[src/hdl/signed_int_to_custom_radix_text_defines.svh]
// assertion macros for the signed integer to custom radix text block
// no dependencies; taken in by the top level with `include

`ifndef SIGNED_INT_TO_CUSTOM_RADIX_TEXT_DEFINES_SVH
`define SIGNED_INT_TO_CUSTOM_RADIX_TEXT_DEFINES_SVH

// same-cycle implication
`define SIRT_ASSERT_IMPLIES(label, clk, rst, ante, cons, msg) \
   label: assert property (@(posedge clk) disable iff (rst) (ante) |-> (cons)) \
      else $error(msg);

// next-cycle implication
`define SIRT_ASSERT_NEXT(label, clk, rst, ante, cons, msg) \
   label: assert property (@(posedge clk) disable iff (rst) (ante) |=> (cons)) \
      else $error(msg);

`endif

[src/hdl/sirt_pkg.sv]
// shared types and constants for the signed integer to custom radix text block
// no dependencies

package sirt_pkg;

   localparam int VALUE_W     = 32;
   localparam int MAG_W       = 32;
   localparam int CHAR_W      = 8;
   localparam int CFG_W       = 64;
   localparam int SYM_WORDS   = 4;
   localparam int SYM_IDX_W   = 2;
   localparam int BYTES_PER_WORD = 8;
   localparam int CSR_IDX_W   = 3;
   localparam int POW_DEPTH   = 32;
   localparam int POW_IDX_W   = 5;
   localparam int SHIFT_W     = 3;
   localparam int QUEUE_DEPTH = 2;
   localparam int QPTR_W      = 1;
   localparam int QCNT_W      = 2;

   localparam logic [CHAR_W-1:0] CHAR_MINUS = 8'h2D;
   localparam logic [CHAR_W-1:0] CHAR_PLUS  = 8'h2B;
   localparam logic [CHAR_W-1:0] CHAR_NUL   = 8'h00;

   // largest magnitude a word can carry
   localparam logic [MAG_W-1:0] POW_LIMIT = 32'h8000_0000;

   typedef struct packed {
      logic             neg;
      logic [MAG_W-1:0] mag;
   } item_type;

   typedef struct packed {
      logic                 ready;
      logic                 valid;
      logic [POW_IDX_W-1:0] top;
      logic [SHIFT_W-1:0]   dbits;
   } alpha_stat_type;

   typedef enum logic [1:0] {
      A_SCAN,
      A_POW,
      A_DONE
   } alpha_state_type;

   typedef enum logic [1:0] {
      B_IDLE,
      B_SIGN,
      B_SKIP,
      B_DIGIT
   } back_state_type;

endpackage

[src/hdl/sirt_front.sv]
// front stage: takes a word, splits it into sign and magnitude
// depends on sirt_pkg

module sirt_front (
   input  logic                                clock,
   input  logic                                reset,
   input  logic                                req_valid,
   output logic                                req_ready,
   input  logic signed [sirt_pkg::VALUE_W-1:0] req_value,
   output logic                                push_valid,
   input  logic                                push_ready,
   output sirt_pkg::item_type                  push_item
);

   logic                          valid_ff, valid_in;
   sirt_pkg::item_type            item_ff, item_in;
   logic [sirt_pkg::MAG_W-1:0]    raw;

   assign raw       = $unsigned(req_value);
   assign req_ready = !valid_ff || push_ready;

   always_comb begin
      item_in.neg = raw[sirt_pkg::MAG_W-1];
      item_in.mag = item_in.neg ? (sirt_pkg::MAG_W'(0) - raw) : raw;
      valid_in    = (req_valid && req_ready) || (valid_ff && !push_ready);
   end

   always_ff @(posedge clock) begin
      if (reset) begin
         valid_ff <= 1'b0;
      end else begin
         valid_ff <= valid_in;
      end
   end

   always_ff @(posedge clock) begin
      if (req_valid && req_ready) begin
         item_ff <= item_in;
      end
   end

   assign push_valid = valid_ff;
   assign push_item  = item_ff;

endmodule

[src/hdl/sirt_queue.sv]
// two-entry queue between the front stage and the digit engine
// depends on sirt_pkg

module sirt_queue (
   input  logic               clock,
   input  logic               reset,
   input  logic               push_valid,
   output logic               push_ready,
   input  sirt_pkg::item_type push_item,
   output logic               pop_valid,
   input  logic               pop_ready,
   output sirt_pkg::item_type pop_item
);

   sirt_pkg::item_type                entry_ff [sirt_pkg::QUEUE_DEPTH];
   logic [sirt_pkg::QPTR_W-1:0]       wr_ptr_ff, wr_ptr_in;
   logic [sirt_pkg::QPTR_W-1:0]       rd_ptr_ff, rd_ptr_in;
   logic [sirt_pkg::QCNT_W-1:0]       count_ff, count_in;
   logic                              do_push, do_pop;

   assign push_ready = count_ff != sirt_pkg::QCNT_W'(sirt_pkg::QUEUE_DEPTH);
   assign pop_valid  = count_ff != '0;
   assign do_push    = push_valid && push_ready;
   assign do_pop     = pop_valid && pop_ready;
   assign pop_item   = entry_ff[rd_ptr_ff];

   always_comb begin
      wr_ptr_in = do_push ? wr_ptr_ff + 1'b1 : wr_ptr_ff;
      rd_ptr_in = do_pop  ? rd_ptr_ff + 1'b1 : rd_ptr_ff;
      count_in  = count_ff;
      if (do_push && !do_pop) begin
         count_in = count_ff + 1'b1;
      end else if (do_pop && !do_push) begin
         count_in = count_ff - 1'b1;
      end
   end

   always_ff @(posedge clock) begin
      if (reset) begin
         wr_ptr_ff <= '0;
         rd_ptr_ff <= '0;
         count_ff  <= '0;
      end else begin
         wr_ptr_ff <= wr_ptr_in;
         rd_ptr_ff <= rd_ptr_in;
         count_ff  <= count_in;
      end
   end

   always_ff @(posedge clock) begin
      if (do_push) begin
         entry_ff[wr_ptr_ff] <= push_item;
      end
   end

endmodule

[src/hdl/sirt_alpha.sv]
// alphabet registers, alphabet checker and table of radix powers
// depends on sirt_pkg

module sirt_alpha #(
   parameter int MAX_SYMBOLS = 32
) (
   input  logic                                clock,
   input  logic                                reset,
   input  logic                                csr_wr_en,
   input  logic [sirt_pkg::CSR_IDX_W-1:0]      csr_index,
   input  logic [sirt_pkg::CFG_W-1:0]          csr_wdata,
   output sirt_pkg::alpha_stat_type            stat,
   input  logic [sirt_pkg::POW_IDX_W-1:0]      pow_idx,
   output logic [sirt_pkg::MAG_W-1:0]          pow_data,
   input  logic [$clog2(MAX_SYMBOLS)-1:0]      sym_idx,
   output logic [sirt_pkg::CHAR_W-1:0]         sym_data
);

   localparam int DIGIT_W = $clog2(MAX_SYMBOLS);
   localparam int RADIX_W = $clog2(MAX_SYMBOLS + 1);
   localparam int PROD_W  = sirt_pkg::MAG_W + RADIX_W;

   logic [sirt_pkg::CFG_W-1:0]     cfg_ff [sirt_pkg::SYM_WORDS];
   logic [sirt_pkg::CHAR_W-1:0]    sym_bytes [MAX_SYMBOLS];

   sirt_pkg::alpha_state_type      state_ff, state_in;
   logic [DIGIT_W-1:0]             scan_idx_ff, scan_idx_in;
   logic                           found_ff, found_in;
   logic [RADIX_W-1:0]             len_ff, len_in;
   logic                           bad_ff, bad_in;
   logic                           valid_ff, valid_in;
   logic [RADIX_W-1:0]             radix_ff, radix_in;
   logic [sirt_pkg::SHIFT_W-1:0]   dbits_ff, dbits_in;
   logic [sirt_pkg::POW_IDX_W-1:0] top_ff, top_in;
   logic [sirt_pkg::MAG_W-1:0]     pcur_ff, pcur_in;
   logic [sirt_pkg::POW_IDX_W-1:0] pidx_ff, pidx_in;
   logic [sirt_pkg::MAG_W-1:0]     pow_ff [sirt_pkg::POW_DEPTH];

   logic [sirt_pkg::CHAR_W-1:0]    cur;
   logic                           dup;
   logic                           scan_last;
   logic [RADIX_W-1:0]             len_final;
   logic [PROD_W-1:0]              prod;
   logic                           pow_stop;

   // bits needed for the largest digit of the radix
   function automatic logic [sirt_pkg::SHIFT_W-1:0] bits_of(input logic [RADIX_W-1:0] v);
      logic [sirt_pkg::SHIFT_W-1:0] r;
      r = '0;
      for (int i = 0; i < RADIX_W; i++) begin
         if (v[i]) begin
            r = sirt_pkg::SHIFT_W'(i + 1);
         end
      end
      return r;
   endfunction

   always_comb begin
      for (int i = 0; i < MAX_SYMBOLS; i++) begin
         sym_bytes[i] = cfg_ff[i >> 3][(i & 7) * sirt_pkg::CHAR_W +: sirt_pkg::CHAR_W];
      end
   end

   assign cur       = sym_bytes[scan_idx_ff];
   assign scan_last = scan_idx_ff == DIGIT_W'(MAX_SYMBOLS - 1);
   assign prod      = PROD_W'(pcur_ff) * PROD_W'(radix_ff);
   assign pow_stop  = (prod > PROD_W'(sirt_pkg::POW_LIMIT))
                   || (pidx_ff == sirt_pkg::POW_IDX_W'(sirt_pkg::POW_DEPTH - 1));

   // compare the current symbol against every earlier one
   always_comb begin
      dup = 1'b0;
      for (int j = 0; j < MAX_SYMBOLS; j++) begin
         if ((DIGIT_W'(j) < scan_idx_ff) && (sym_bytes[j] == cur)) begin
            dup = 1'b1;
         end
      end
   end

   always_comb begin
      state_in    = state_ff;
      scan_idx_in = scan_idx_ff;
      found_in    = found_ff;
      len_in      = len_ff;
      bad_in      = bad_ff;
      valid_in    = valid_ff;
      radix_in    = radix_ff;
      dbits_in    = dbits_ff;
      top_in      = top_ff;
      pcur_in     = pcur_ff;
      pidx_in     = pidx_ff;
      len_final   = len_ff;

      unique case (state_ff)
         sirt_pkg::A_SCAN: begin
            if (!found_ff) begin
               if (cur == sirt_pkg::CHAR_NUL) begin
                  found_in = 1'b1;
                  len_in   = RADIX_W'(scan_idx_ff);
               end else if (cur == sirt_pkg::CHAR_MINUS || cur == sirt_pkg::CHAR_PLUS || dup) begin
                  bad_in = 1'b1;
               end
            end
            len_final = found_in ? len_in : RADIX_W'(MAX_SYMBOLS);
            if (scan_last) begin
               radix_in = len_final;
               dbits_in = bits_of(len_final - RADIX_W'(1));
               valid_in = !bad_in && (len_final >= RADIX_W'(2));
               pcur_in  = sirt_pkg::MAG_W'(1);
               pidx_in  = '0;
               state_in = valid_in ? sirt_pkg::A_POW : sirt_pkg::A_DONE;
            end else begin
               scan_idx_in = scan_idx_ff + 1'b1;
            end
         end
         sirt_pkg::A_POW: begin
            if (pow_stop) begin
               top_in   = pidx_ff;
               state_in = sirt_pkg::A_DONE;
            end else begin
               pcur_in = prod[sirt_pkg::MAG_W-1:0];
               pidx_in = pidx_ff + 1'b1;
            end
         end
         sirt_pkg::A_DONE: begin
            state_in = sirt_pkg::A_DONE;
         end
         default: begin
            state_in = sirt_pkg::A_SCAN;
         end
      endcase

      // any write restarts the check
      if (csr_wr_en) begin
         state_in    = sirt_pkg::A_SCAN;
         scan_idx_in = '0;
         found_in    = 1'b0;
         bad_in      = 1'b0;
         valid_in    = 1'b0;
      end
   end

   always_ff @(posedge clock) begin
      if (reset) begin
         state_ff    <= sirt_pkg::A_SCAN;
         scan_idx_ff <= '0;
         found_ff    <= 1'b0;
         len_ff      <= '0;
         bad_ff      <= 1'b0;
         valid_ff    <= 1'b0;
         radix_ff    <= '0;
         dbits_ff    <= '0;
         top_ff      <= '0;
         pcur_ff     <= '0;
         pidx_ff     <= '0;
      end else begin
         state_ff    <= state_in;
         scan_idx_ff <= scan_idx_in;
         found_ff    <= found_in;
         len_ff      <= len_in;
         bad_ff      <= bad_in;
         valid_ff    <= valid_in;
         radix_ff    <= radix_in;
         dbits_ff    <= dbits_in;
         top_ff      <= top_in;
         pcur_ff     <= pcur_in;
         pidx_ff     <= pidx_in;
      end
   end

   always_ff @(posedge clock) begin
      if (reset) begin
         for (int w = 0; w < sirt_pkg::SYM_WORDS; w++) begin
            cfg_ff[w] <= '0;
         end
      end else if (csr_wr_en && (csr_index < sirt_pkg::CSR_IDX_W'(sirt_pkg::SYM_WORDS))) begin
         cfg_ff[csr_index[sirt_pkg::SYM_IDX_W-1:0]] <= csr_wdata;
      end
   end

   always_ff @(posedge clock) begin
      if (state_ff == sirt_pkg::A_POW) begin
         pow_ff[pidx_ff] <= pcur_ff;
      end
   end

   assign stat.ready = state_ff == sirt_pkg::A_DONE;
   assign stat.valid = valid_ff;
   assign stat.top   = top_ff;
   assign stat.dbits = dbits_ff;
   assign pow_data   = pow_ff[pow_idx];
   assign sym_data   = sym_bytes[sym_idx];

endmodule

[src/hdl/sirt_back.sv]
// digit engine: walks down the radix powers, one quotient bit a cycle unless a stalled
// rsp holds the last bit of a digit, and drives the output register; depends on sirt_pkg

module sirt_back #(
   parameter int MAX_SYMBOLS = 32
) (
   input  logic                                clock,
   input  logic                                reset,
   input  sirt_pkg::alpha_stat_type            stat,
   input  logic                                pop_valid,
   output logic                                pop_ready,
   input  sirt_pkg::item_type                  pop_item,
   output logic [sirt_pkg::POW_IDX_W-1:0]      pow_idx,
   input  logic [sirt_pkg::MAG_W-1:0]          pow_data,
   output logic [$clog2(MAX_SYMBOLS)-1:0]      sym_idx,
   input  logic [sirt_pkg::CHAR_W-1:0]         sym_data,
   output logic                                rsp_valid,
   input  logic                                rsp_ready,
   output logic [sirt_pkg::CHAR_W-1:0]         rsp_out_char,
   output logic                                rsp_last_char
);

   localparam int DIGIT_W = $clog2(MAX_SYMBOLS);
   localparam int TRIAL_W = sirt_pkg::MAG_W + DIGIT_W;

   sirt_pkg::back_state_type       state_ff, state_in;
   logic [sirt_pkg::MAG_W-1:0]     rem_ff, rem_in;
   logic [sirt_pkg::POW_IDX_W-1:0] k_ff, k_in;
   logic [sirt_pkg::SHIFT_W-1:0]   b_ff, b_in;
   logic [DIGIT_W-1:0]             d_ff, d_in;
   logic                           ov_ff, ov_in;
   logic [sirt_pkg::CHAR_W-1:0]    och_ff, och_in;
   logic                           olast_ff, olast_in;

   logic                           can_emit;
   logic [TRIAL_W-1:0]             trial;
   logic                           take;
   logic [sirt_pkg::MAG_W-1:0]     rem_step;
   logic [DIGIT_W-1:0]             d_next;

   assign can_emit = !ov_ff || rsp_ready;
   assign pow_idx  = k_ff;
   assign trial    = TRIAL_W'(pow_data) << b_ff;
   assign take     = TRIAL_W'(rem_ff) >= trial;
   assign rem_step = take ? (rem_ff - trial[sirt_pkg::MAG_W-1:0]) : rem_ff;
   assign d_next   = take ? (d_ff | (DIGIT_W'(1) << b_ff)) : d_ff;
   assign sym_idx  = d_next;

   always_comb begin
      state_in  = state_ff;
      rem_in    = rem_ff;
      k_in      = k_ff;
      b_in      = b_ff;
      d_in      = d_ff;
      ov_in     = ov_ff && !rsp_ready;
      och_in    = och_ff;
      olast_in  = olast_ff;
      pop_ready = 1'b0;

      unique case (state_ff)
         sirt_pkg::B_IDLE: begin
            pop_ready = stat.ready;
            if (pop_valid && stat.ready && stat.valid) begin
               rem_in   = pop_item.mag;
               k_in     = stat.top;
               state_in = pop_item.neg ? sirt_pkg::B_SIGN : sirt_pkg::B_SKIP;
            end
         end
         sirt_pkg::B_SIGN: begin
            if (can_emit) begin
               ov_in    = 1'b1;
               och_in   = sirt_pkg::CHAR_MINUS;
               olast_in = 1'b0;
               state_in = sirt_pkg::B_SKIP;
            end
         end
         sirt_pkg::B_SKIP: begin
            // drop leading zero digits
            if ((k_ff != '0) && (rem_ff < pow_data)) begin
               k_in = k_ff - 1'b1;
            end else begin
               b_in     = stat.dbits - sirt_pkg::SHIFT_W'(1);
               d_in     = '0;
               state_in = sirt_pkg::B_DIGIT;
            end
         end
         sirt_pkg::B_DIGIT: begin
            if (b_ff != '0) begin
               rem_in = rem_step;
               d_in   = d_next;
               b_in   = b_ff - 1'b1;
            end else if (can_emit) begin
               rem_in   = rem_step;
               ov_in    = 1'b1;
               och_in   = sym_data;
               olast_in = k_ff == '0;
               if (k_ff == '0) begin
                  state_in = sirt_pkg::B_IDLE;
               end else begin
                  k_in = k_ff - 1'b1;
                  b_in = stat.dbits - sirt_pkg::SHIFT_W'(1);
                  d_in = '0;
               end
            end
         end
         default: begin
            state_in = sirt_pkg::B_IDLE;
         end
      endcase
   end

   always_ff @(posedge clock) begin
      if (reset) begin
         state_ff <= sirt_pkg::B_IDLE;
         ov_ff    <= 1'b0;
         k_ff     <= '0;
         b_ff     <= '0;
         d_ff     <= '0;
      end else begin
         state_ff <= state_in;
         ov_ff    <= ov_in;
         k_ff     <= k_in;
         b_ff     <= b_in;
         d_ff     <= d_in;
      end
   end

   always_ff @(posedge clock) begin
      rem_ff   <= rem_in;
      och_ff   <= och_in;
      olast_ff <= olast_in;
   end

   assign rsp_valid     = ov_ff;
   assign rsp_out_char  = och_ff;
   assign rsp_last_char = olast_ff;

endmodule

[src/hdl/signed_int_to_custom_radix_text.sv]
// top level: signed 32-bit number to text in a configurable radix
// depends on sirt_pkg, sirt_front, sirt_queue, sirt_alpha, sirt_back and the defines header
//
//  channel  | direction | handshake             | payload
//  ---------+-----------+-----------------------+-------------------------------
//  req      | in        | req_valid / req_ready | req_value (signed 32)
//  rsp      | out       | rsp_valid / rsp_ready | rsp_out_char (8), rsp_last_char
//  csr      | in        | csr_wr_en             | csr_index (3), csr_wdata (64)
//
// the digit engine emits the sign of a negative number, skips leading zero digits, then builds
// each digit bit by bit; top is the index of the highest radix power not above 2^31
// after reset or a csr write the checker scans all MAX_SYMBOLS symbols, then the radix powers
// reset is synchronous and active high; all symbol words reset to zero (invalid alphabet)
// a stalled rsp holds the output register; the front and the two-entry queue keep
// taking words until they are full while the digit engine or the alphabet check holds them off

`include "signed_int_to_custom_radix_text_defines.svh"

module signed_int_to_custom_radix_text #(
   parameter int MAX_SYMBOLS = 32
) (
   input  logic                                clock,
   input  logic                                reset,
   // input words
   input  logic                                req_valid,
   output logic                                req_ready,
   input  logic signed [sirt_pkg::VALUE_W-1:0] req_value,
   // output characters
   output logic                                rsp_valid,
   input  logic                                rsp_ready,
   output logic [sirt_pkg::CHAR_W-1:0]         rsp_out_char,
   output logic                                rsp_last_char,
   // symbol registers
   input  logic                                csr_wr_en,
   input  logic [sirt_pkg::CSR_IDX_W-1:0]      csr_index,
   input  logic [sirt_pkg::CFG_W-1:0]          csr_wdata
);

   localparam int DIGIT_W = $clog2(MAX_SYMBOLS);

   // front stage to queue
   logic                           f_push_valid;
   logic                           f_push_ready;
   sirt_pkg::item_type             f_push_item;

   // queue to digit engine
   logic                           q_pop_valid;
   logic                           q_pop_ready;
   sirt_pkg::item_type             q_pop_item;

   // alphabet status and lookups
   sirt_pkg::alpha_stat_type       alpha_stat;
   logic [sirt_pkg::POW_IDX_W-1:0] pow_idx;
   logic [sirt_pkg::MAG_W-1:0]     pow_data;
   logic [DIGIT_W-1:0]             sym_idx;
   logic [sirt_pkg::CHAR_W-1:0]    sym_data;

   // sign split, one word held
   sirt_front u_front (
      .clock      (clock),
      .reset      (reset),
      .req_valid  (req_valid),
      .req_ready  (req_ready),
      .req_value  (req_value),
      .push_valid (f_push_valid),
      .push_ready (f_push_ready),
      .push_item  (f_push_item)
   );

   // decouples the front from the digit engine
   sirt_queue u_queue (
      .clock      (clock),
      .reset      (reset),
      .push_valid (f_push_valid),
      .push_ready (f_push_ready),
      .push_item  (f_push_item),
      .pop_valid  (q_pop_valid),
      .pop_ready  (q_pop_ready),
      .pop_item   (q_pop_item)
   );

   // symbol registers, validity check, powers of the radix
   sirt_alpha #(
      .MAX_SYMBOLS (MAX_SYMBOLS)
   ) u_alpha (
      .clock     (clock),
      .reset     (reset),
      .csr_wr_en (csr_wr_en),
      .csr_index (csr_index),
      .csr_wdata (csr_wdata),
      .stat      (alpha_stat),
      .pow_idx   (pow_idx),
      .pow_data  (pow_data),
      .sym_idx   (sym_idx),
      .sym_data  (sym_data)
   );

   // digits most significant first; invalid alphabet drops the word
   sirt_back #(
      .MAX_SYMBOLS (MAX_SYMBOLS)
   ) u_back (
      .clock         (clock),
      .reset         (reset),
      .stat          (alpha_stat),
      .pop_valid     (q_pop_valid),
      .pop_ready     (q_pop_ready),
      .pop_item      (q_pop_item),
      .pow_idx       (pow_idx),
      .pow_data      (pow_data),
      .sym_idx       (sym_idx),
      .sym_data      (sym_data),
      .rsp_valid     (rsp_valid),
      .rsp_ready     (rsp_ready),
      .rsp_out_char  (rsp_out_char),
      .rsp_last_char (rsp_last_char)
   );

   // a word leaves the queue only once the alphabet check is done
   `SIRT_ASSERT_IMPLIES(a_pop_after_check, clock, reset, q_pop_valid && q_pop_ready, alpha_stat.ready, "word taken before alphabet check finished")

   // a csr write always restarts the check
   `SIRT_ASSERT_NEXT(a_write_restarts_check, clock, reset, csr_wr_en, !alpha_stat.ready, "alphabet check not restarted by csr write")

   // a valid alphabet has at least the first radix power
   `SIRT_ASSERT_IMPLIES(a_valid_has_power, clock, reset, alpha_stat.ready && alpha_stat.valid, alpha_stat.top != '0, "valid alphabet without radix powers")

   // the sign character is never the final one
   `SIRT_ASSERT_IMPLIES(a_sign_not_last, clock, reset, rsp_valid && (rsp_out_char == sirt_pkg::CHAR_MINUS), !rsp_last_char, "sign character marked as last")

endmodule
[config.mk]
export PLATFORM = sky130hd
export DESIGN_NAME = signed_int_to_custom_radix_text
export DESIGN_NICKNAME = d
export VERILOG_FILES = /design/src/hdl/sirt_pkg.sv /design/src/hdl/sirt_front.sv /design/src/hdl/sirt_queue.sv /design/src/hdl/sirt_alpha.sv /design/src/hdl/sirt_back.sv /design/src/hdl/signed_int_to_custom_radix_text.sv
export VERILOG_INCLUDE_DIRS = /design/src /design/src/hdl
export SDC_FILE = /design/constraint.sdc
export NUM_CORES = 2
export LEC_CHECK = 0
export ABC_AREA = 1
export BUFFER_PORTS_ARGS = -buffer_cell sky130_fd_sc_hd__buf_4
export CAP_MARGIN = 20
export CORE_UTILIZATION = 58
export DETAILED_ROUTE_END_ITERATION = 8
export PLACE_DENSITY_LB_ADDON = 0.1
export SYNTH_ARGS = -nofsm -noshare
export SYNTH_HDL_FRONTEND = slang
export SYNTH_SLANG_ARGS = --single-unit
[constraint.sdc]
create_clock -name clock -period 7.4 [get_ports clock]
set_clock_uncertainty 0.1 [all_clocks]
set_input_delay 1.48 -clock clock [delete_from_list [all_inputs] [get_ports clock]]
set_output_delay 1.48 -clock clock [all_outputs]
set_load 0.02 [all_outputs]
## Word-level counts from Yosys, hierarchy flattened

Memory sizes are Yosys's and may differ from the RTL's. A register that Yosys moved wholly into a read port is not among the register bits.
Cells that the tools add are included.
W data, S select, Z words.

- Flip-flop bits (word level): 162
- Memory bits (writable): 1346
- Output and inout port bits: 11
- Memories kept: 3

- Add/subtract/negate cells: 12
- Multipliers: 1
- $lt $le $gt $ge: 39
- Equality and inequality tests: 55
- Shift operators: 2
- Mux-type cells: 126
- Bitwise logic cells: 4
- Reductions and logical operators: 82

Memory list:

| memory | depth | bits a word | rd ports | clocked after Yosys merged registers in | write ports | line | source |
|---|---|---|---|---|---|---|---|
| u_alpha.pow_ff | 32 | 32 | 1 | 1 | 1 | sirt_alpha.sv:37 | `logic [sirt_pkg::MAG_W-1:0] pow_ff [sirt_pkg::POW_DEPTH];` |
| u_alpha.cfg_ff | 4 | 64 | 4 | 0 | 4 | sirt_alpha.sv:23 | `logic [sirt_pkg::CFG_W-1:0] cfg_ff [sirt_pkg::SYM_WORDS];` |
| u_queue.entry_ff | 2 | 33 | 1 | 1 | 1 | sirt_queue.sv:15 | `sirt_pkg::item_type entry_ff [sirt_pkg::QUEUE_DEPTH];` |

Operators with widths:

| operator | count |
|---|---|
| $eq A8 B8 Y1 | 32 |
| $mux W32 | 6 |
| $pmux W32 S2 | 2 |
| $bmux W8 S5 | 2 |
| $lt A5 B5 Y1 const A | 16 |
| $mux W5 | 14 |
| $mux W64 | 1 |
| $reduce_or A64 Y1 | 1 |
| $mux W1 | 58 |
| $mux W8 | 7 |
| $logic_and A1 B1 Y1 | 44 |
| $lt A4 B5 Y1 const A | 8 |
| $gt A38 B32 Y1 const B | 1 |
| $mul A32 B6 Y38 | 1 |
| $ge A32 B37 Y1 | 1 |
| $shl A32 B3 Y37 | 1 |
| $lt A32 B32 Y1 | 1 |
| $sub A1 B32 Y32 const A | 1 |
| $sub A32 B32 Y32 | 1 |
| $mux W31 | 1 |
| $mux W2 | 15 |
| $mux W6 | 4 |
| $mux W3 | 7 |
| $lt A3 B5 Y1 const A | 4 |
| other kinds (44) | 92 |

## Longest topological paths before layout

- Depth after elaboration: 48
- Mapped depth: 41
- Gate-level depth less buffers: 34

## Hierarchy

Synthesis repeated with hierarchy kept, for this count alone.

- Cells, all modules: 8283
- Area, all modules: 78726.8 um2

Modules (own cells, without submodules):

| module | instances | cells each | area each (um2) |
|---|---|---|---|
| sirt_alpha | 1 | 6881 | 67368.4 |
| sirt_back | 1 | 1001 | 6456.2 |
| sirt_queue | 1 | 140 | 2776.4 |
| sirt_front | 1 | 261 | 2125.8 |

## Worst setup path after synthesis

Ideal clock, no wire load.

- Path type: register -> register
- From: register (tool-made name)
- To: register u_back.rem_ff[0] in the netlist's numbering, enable pin
- Library setup time: 0.502 ns
- Arrival time: 7.365 ns
- Path slack: -0.567 ns
- Stages on the path, launching flop included: 31
- Buffers on the path: 7
- Cells stage by stage: dfxtp_1 -> buf_4 -> buf_2 -> buf_2 -> buf_2 -> buf_2 -> buf_2 -> clkbuf_1 -> nor2_1 -> o221ai_1 -> nand3_1 -> a32o_1 -> o21ai_0 -> nand2_1 -> o21ai_0 -> nand2_1 -> ha_1 -> nand2_1 -> o21a_1 -> nor2_1 -> nor2_1 -> o21ai_0 -> nand2_1 -> nand2_1 -> nand3_1 -> nand2_1 -> nand2_1 -> nand2_1 -> and3_1 -> a21oi_1 -> nor4_1

RTL lines:

| element | line | source |
|---|---|---|
| end signal: assignment | sirt_back.sv:129 | `rem_ff <= rem_in;` |
| end: declaration | sirt_back.sv:27 | `logic [sirt_pkg::MAG_W-1:0] rem_ff, rem_in;` |

==> summary.md <==
The run finished, with violations left. The checks that failed: DRC. The gate count of the mapped netlist came out at 8329.

The I/O pin count is 115, and the number of buffers between clock root and the deepest sink is 3. The number of flops mapped to enable cells by yosys was 1420; the hold violation total from the final report was 0. Number of synthesized register bits: 1514. The initial antenna violation count was 7. In this run the vertical extent of the chip is 370 µm. The worst-case IR drop observed on VDD is 0.287 mV. The tools report the fraction of the yosys area taken by sequential cells as 0.568. The number of nets in the synthesized netlist is 8693, and the achievable clock frequency is 141 MHz. The detailed-route vias per instance was 6.32; the cell count after placement was 9950. The number of different library cells used by synthesis comes to 55.

The area growth from synthesis to layout is 10.5%. Yosys attributes the largest share of cell area to edfxtp_1, nand2_1, nor2_1. Final hold analysis gives a worst-case slack of 0.344 ns. For this design the static power due to leakage is 0.0367 µW. In this run the post-CTS setup repair buffer count came out at 0. At the worst endpoint, the required time is 7.83 ns. Counting I/O delays and the setup requirement, the final critical path takes 7.08 ns.

The cell that appears most often on the critical path is nand2_1. The tool flagged a number of max-cap violations equal to 0. At the pin with the least slew margin, the transition time is 1.07 ns. Power spread over the standard cell area amounts to 209 nW/µm². Once layout is complete, the cells apart from fillers number 10200.

Final wirelength: 278 mm. Startpoint type of the worst setup path: a flip-flop. The hold buffer count at cts is 0. Number of global-route vias before repair: 60400.

After synthesis, the most frequently instantiated cells are nand2_1, edfxtp_1, nor2_1, o21ai_0, nand3_1. Number of core rows: 134. The run gives 155 as the CTS buffer count. At the later pin of the worst-skew pair, clock insertion delay measures 0.83 ns. In this run the worst path has a maximum fanout of 42. The detailed router placed 64600 vias in this run.

The slowest stage of the critical path belongs to the cell inv_1. In the final design database the tool counted 8704 nets. For the sink count of the clock tree, the log shows 1514. The largest net degree at the start of global routing was 158; the number of diodes was 0. On the critical path the largest part of the delay comes from compound AO/OA/AOI/OAI gates.

The synthesized design spends more area on one cell type than any other, namely edfxtp_1. The fraction of synthesized cell area taken by the top area cell type is 0.544. The fraction of synthesis flops using an asynchronous set or reset pin is 0.

The worst path buffer plus inverter count was 5; the detailed-routing iteration count for the pre-antenna-repair pass was 9. For the final routed database, the setup TNS stands at 0 ns. TritonCTS built the clock tree. The tools report the buffer cell driving the clock tree root as clkbuf_16. The critical path in this run is classified as reg2reg. The fraction of final layout cells with drive strength greater than 1 is 0.0768, and the number of design rule violations left after detail routing is 1. The average size of a mapped cell was 9.41 µm²; the overall overflow remaining after global route was 0. The worst setup path is captured at a flip-flop. The total of buffers placed on input and output ports is 114, and the worst-case headroom to the max-slew limit is 0.288. For the post-route core utilization, the log shows 0.647. From left edge to right edge, the die measures 370 µm.

For this run, the leading register cell type out of synthesis is edfxtp_1. The worst min-delay path class is reg2reg. The starting density of the core was 0.586. Placed wire-length estimate after detailed placement: 183 mm. Among all cell types in the netlist, the one instantiated most often is nand2_1. The global-route wire length before repair is 400 mm, and the final cycle utilization of the critical path is 0.957. In this design, the stage delay of the slowest critical-path cell is 0.69 ns. The tools report the initial detailed-routing violation count as 9930. The mapped netlist covers 78400 µm². Clock-pin slew was measured on the worst setup and hold paths at 0.06 ns. The H-tree was split into 4 levels. The total routing usage reported by global routing is 0.403. Setup violations remaining at the end of the flow were counted as 0. Once detail routing completed, the nets flagged for antenna violations numbered 0. The overall die area came out at 137000 µm². For the data arrival time of the worst path, the log shows 7.51 ns. After floorplanning, the core was sized to cover 134000 µm².

The tools report the weighted congestion reported at the end of routability-driven placement as 1.05. The final routed wire length divided by cell count is 27.1 µm. The final count of pins violating max slew is 0. Setup repair after global routing left no endpoint under its margin. The count of synthesis-stage warnings from yosys is 0.
[registers in the layout, summed over array words and instances (netlist names), 2 cells and up, named ones only]
register             count
u_alpha.top_ff           5
u_alpha.pow_ff        1024
u_alpha.len_ff           6
u_alpha.pcur_ff         32
u_back.d_ff              5
u_back.b_ff              3
u_alpha.pidx_ff          5
u_back.pow_idx           5
u_alpha.scan_idx_ff      5
u_queue.count_ff         2
u_back.state_ff          2
u_alpha.cfg_ff         256
u_queue.entry_ff        66
u_back.rsp_out_char      8
u_back.rem_ff           32
u_front.push_item       33
u_alpha.state_ff         2
u_alpha.radix_ff         6
u_alpha.dbits_ff         3
[per-stage QoR]
| stage | cell area [µm²] | setup WS (ns) | total power, µW |
|---|---|---|---|
| 2_1_floorplan | 78400 | 0.352 | 10200 |
| 3_3_place_gp | 81700 | 0.586 | 10700 |
| 3_5_place_dp | 81700 | 0.480 | 10700 |
| 4_1_cts | 86600 | 0.455 | 18100 |
| 5_1_grt | 86600 | 0.0743 | 18500 |
| 6_report | 86600 | 0.316 | 18100 |
[routing by layer]
metal / vias up / GRT usage / part of all wire
met2: 4384 / 0.608 / 0.44
met1: 30900 / 0.540 / 0.38
met4: 12 / 0.210 / 0.059
met3: 797 / 0.100 / 0.12
li1: 28500 / - / -
met5: - / 0 / 0.00027
[power breakdown]
part / switching, µW / leakage (µW) / internal (µW) / total, µW
registers: 93.4 / 0.0159 / 9400 / 9490
clock network: 3430 / 0.00233 / 4130 / 7560
logic: 789 / 0.0184 / 281 / 1070
total: 4310 / 0.0367 / 13800 / 18100
[worst reg2reg max path, delay by kind of cell (launching register included)]
kind / cells / cell delay, ns
flip-flops: 1 / 0.45
adder cells (fa/ha/maj): 1 / 0.34
buffers and inverters: 5 / 1.72
AO/OA/AOI/OAI: 10 / 2.26
AND/OR/NAND/NOR: 15 / 1.92
[repair_timing]
item,4_1_cts,5_1_grt
setup endpoints to repair,0,3
hold endpoints to repair,0,0
resized for setup,0,2
[layout make-up]
type                            instances  area (µm²)
Inverter                              704        2670
Sequential cell                      1514       44500
Clock inverter                         69         699
Multi-Input combinational cell       5622       29400
Fill cell                           10700       47200
Timing Repair Buffer                  343        2890
Clock buffer                          209        4150
Tap cell                             1768        2210
[worst paths after layout]
kind | end | slack (ns) | cells after the start | from
hold reg to reg | u_queue.entry_ff[0][8] | 0.34 | 0 | u_front.push_item[8]
hold / removal | u_queue.entry_ff[0][8] | 0.34 | 0 | u_front.push_item[8]
setup reg to reg | u_back.rsp_out_char[2] | 0.32 | 31 | flip-flop
setup / recovery | u_back.rsp_out_char[2] | 0.32 | 31 | flip-flop
[placed cells by master, fill, tap and decap left out, types with 11 or more instances in the layout]
| cell | netlist | layout |
|---|---|---|
| nand2_1 | 1614 | 1605 |
| edfxtp_1 | 1420 | 1420 |
| nor2_1 | 1315 | 1274 |
| o21ai_0 | 771 | 770 |
| nand3_1 | 743 | 743 |
| inv_1 | 689 | 684 |
| buf_4 | 14 | 318 |
| a21oi_1 | 180 | 180 |
| o221ai_1 | 173 | 173 |
| clkbuf_16 | 0 | 157 |
| ha_1 | 138 | 138 |
| fa_1 | 122 | 122 |
| nor3_1 | 105 | 105 |
| o22ai_1 | 86 | 86 |
| dfxtp_1 | 94 | 86 |
| xor2_1 | 80 | 80 |
| clkbuf_1 | 324 | 49 |
| nand4_1 | 44 | 44 |
| o211ai_1 | 43 | 43 |
| xnor2_1 | 38 | 38 |
| nor2_4 | 2 | 36 |
| clkinv_1 | 7 | 30 |
| a31oi_1 | 24 | 24 |
| buf_12 | 0 | 23 |
| clkinv_2 | 0 | 19 |
| o21ai_1 | 17 | 17 |
| nand2_2 | 7 | 15 |
| nor2_2 | 6 | 13 |
| nor4_1 | 14 | 13 |
| a211oi_1 | 11 | 11 |
| o31ai_1 | 12 | 11 |
[logic make-up (layout without fill, tap and decap cells)]
logic type | count (synthesis) | after routing | synth area share
and+or+nand+nor | 3873 | 3873 | 0.203
DFF | 1514 | 1514 | 0.568
AOI/OAI and AO/OA | 1364 | 1364 | 0.101
buffers and inverters | 1193 | 1325 | 0.0605
adders and majority gates | 260 | 260 | 0.0532
xor gates and xnor gates | 118 | 118 | 0.0132
muxes | 7 | 7 | 0.000894
Note: power is estimated with default switching activity, not from simulation.
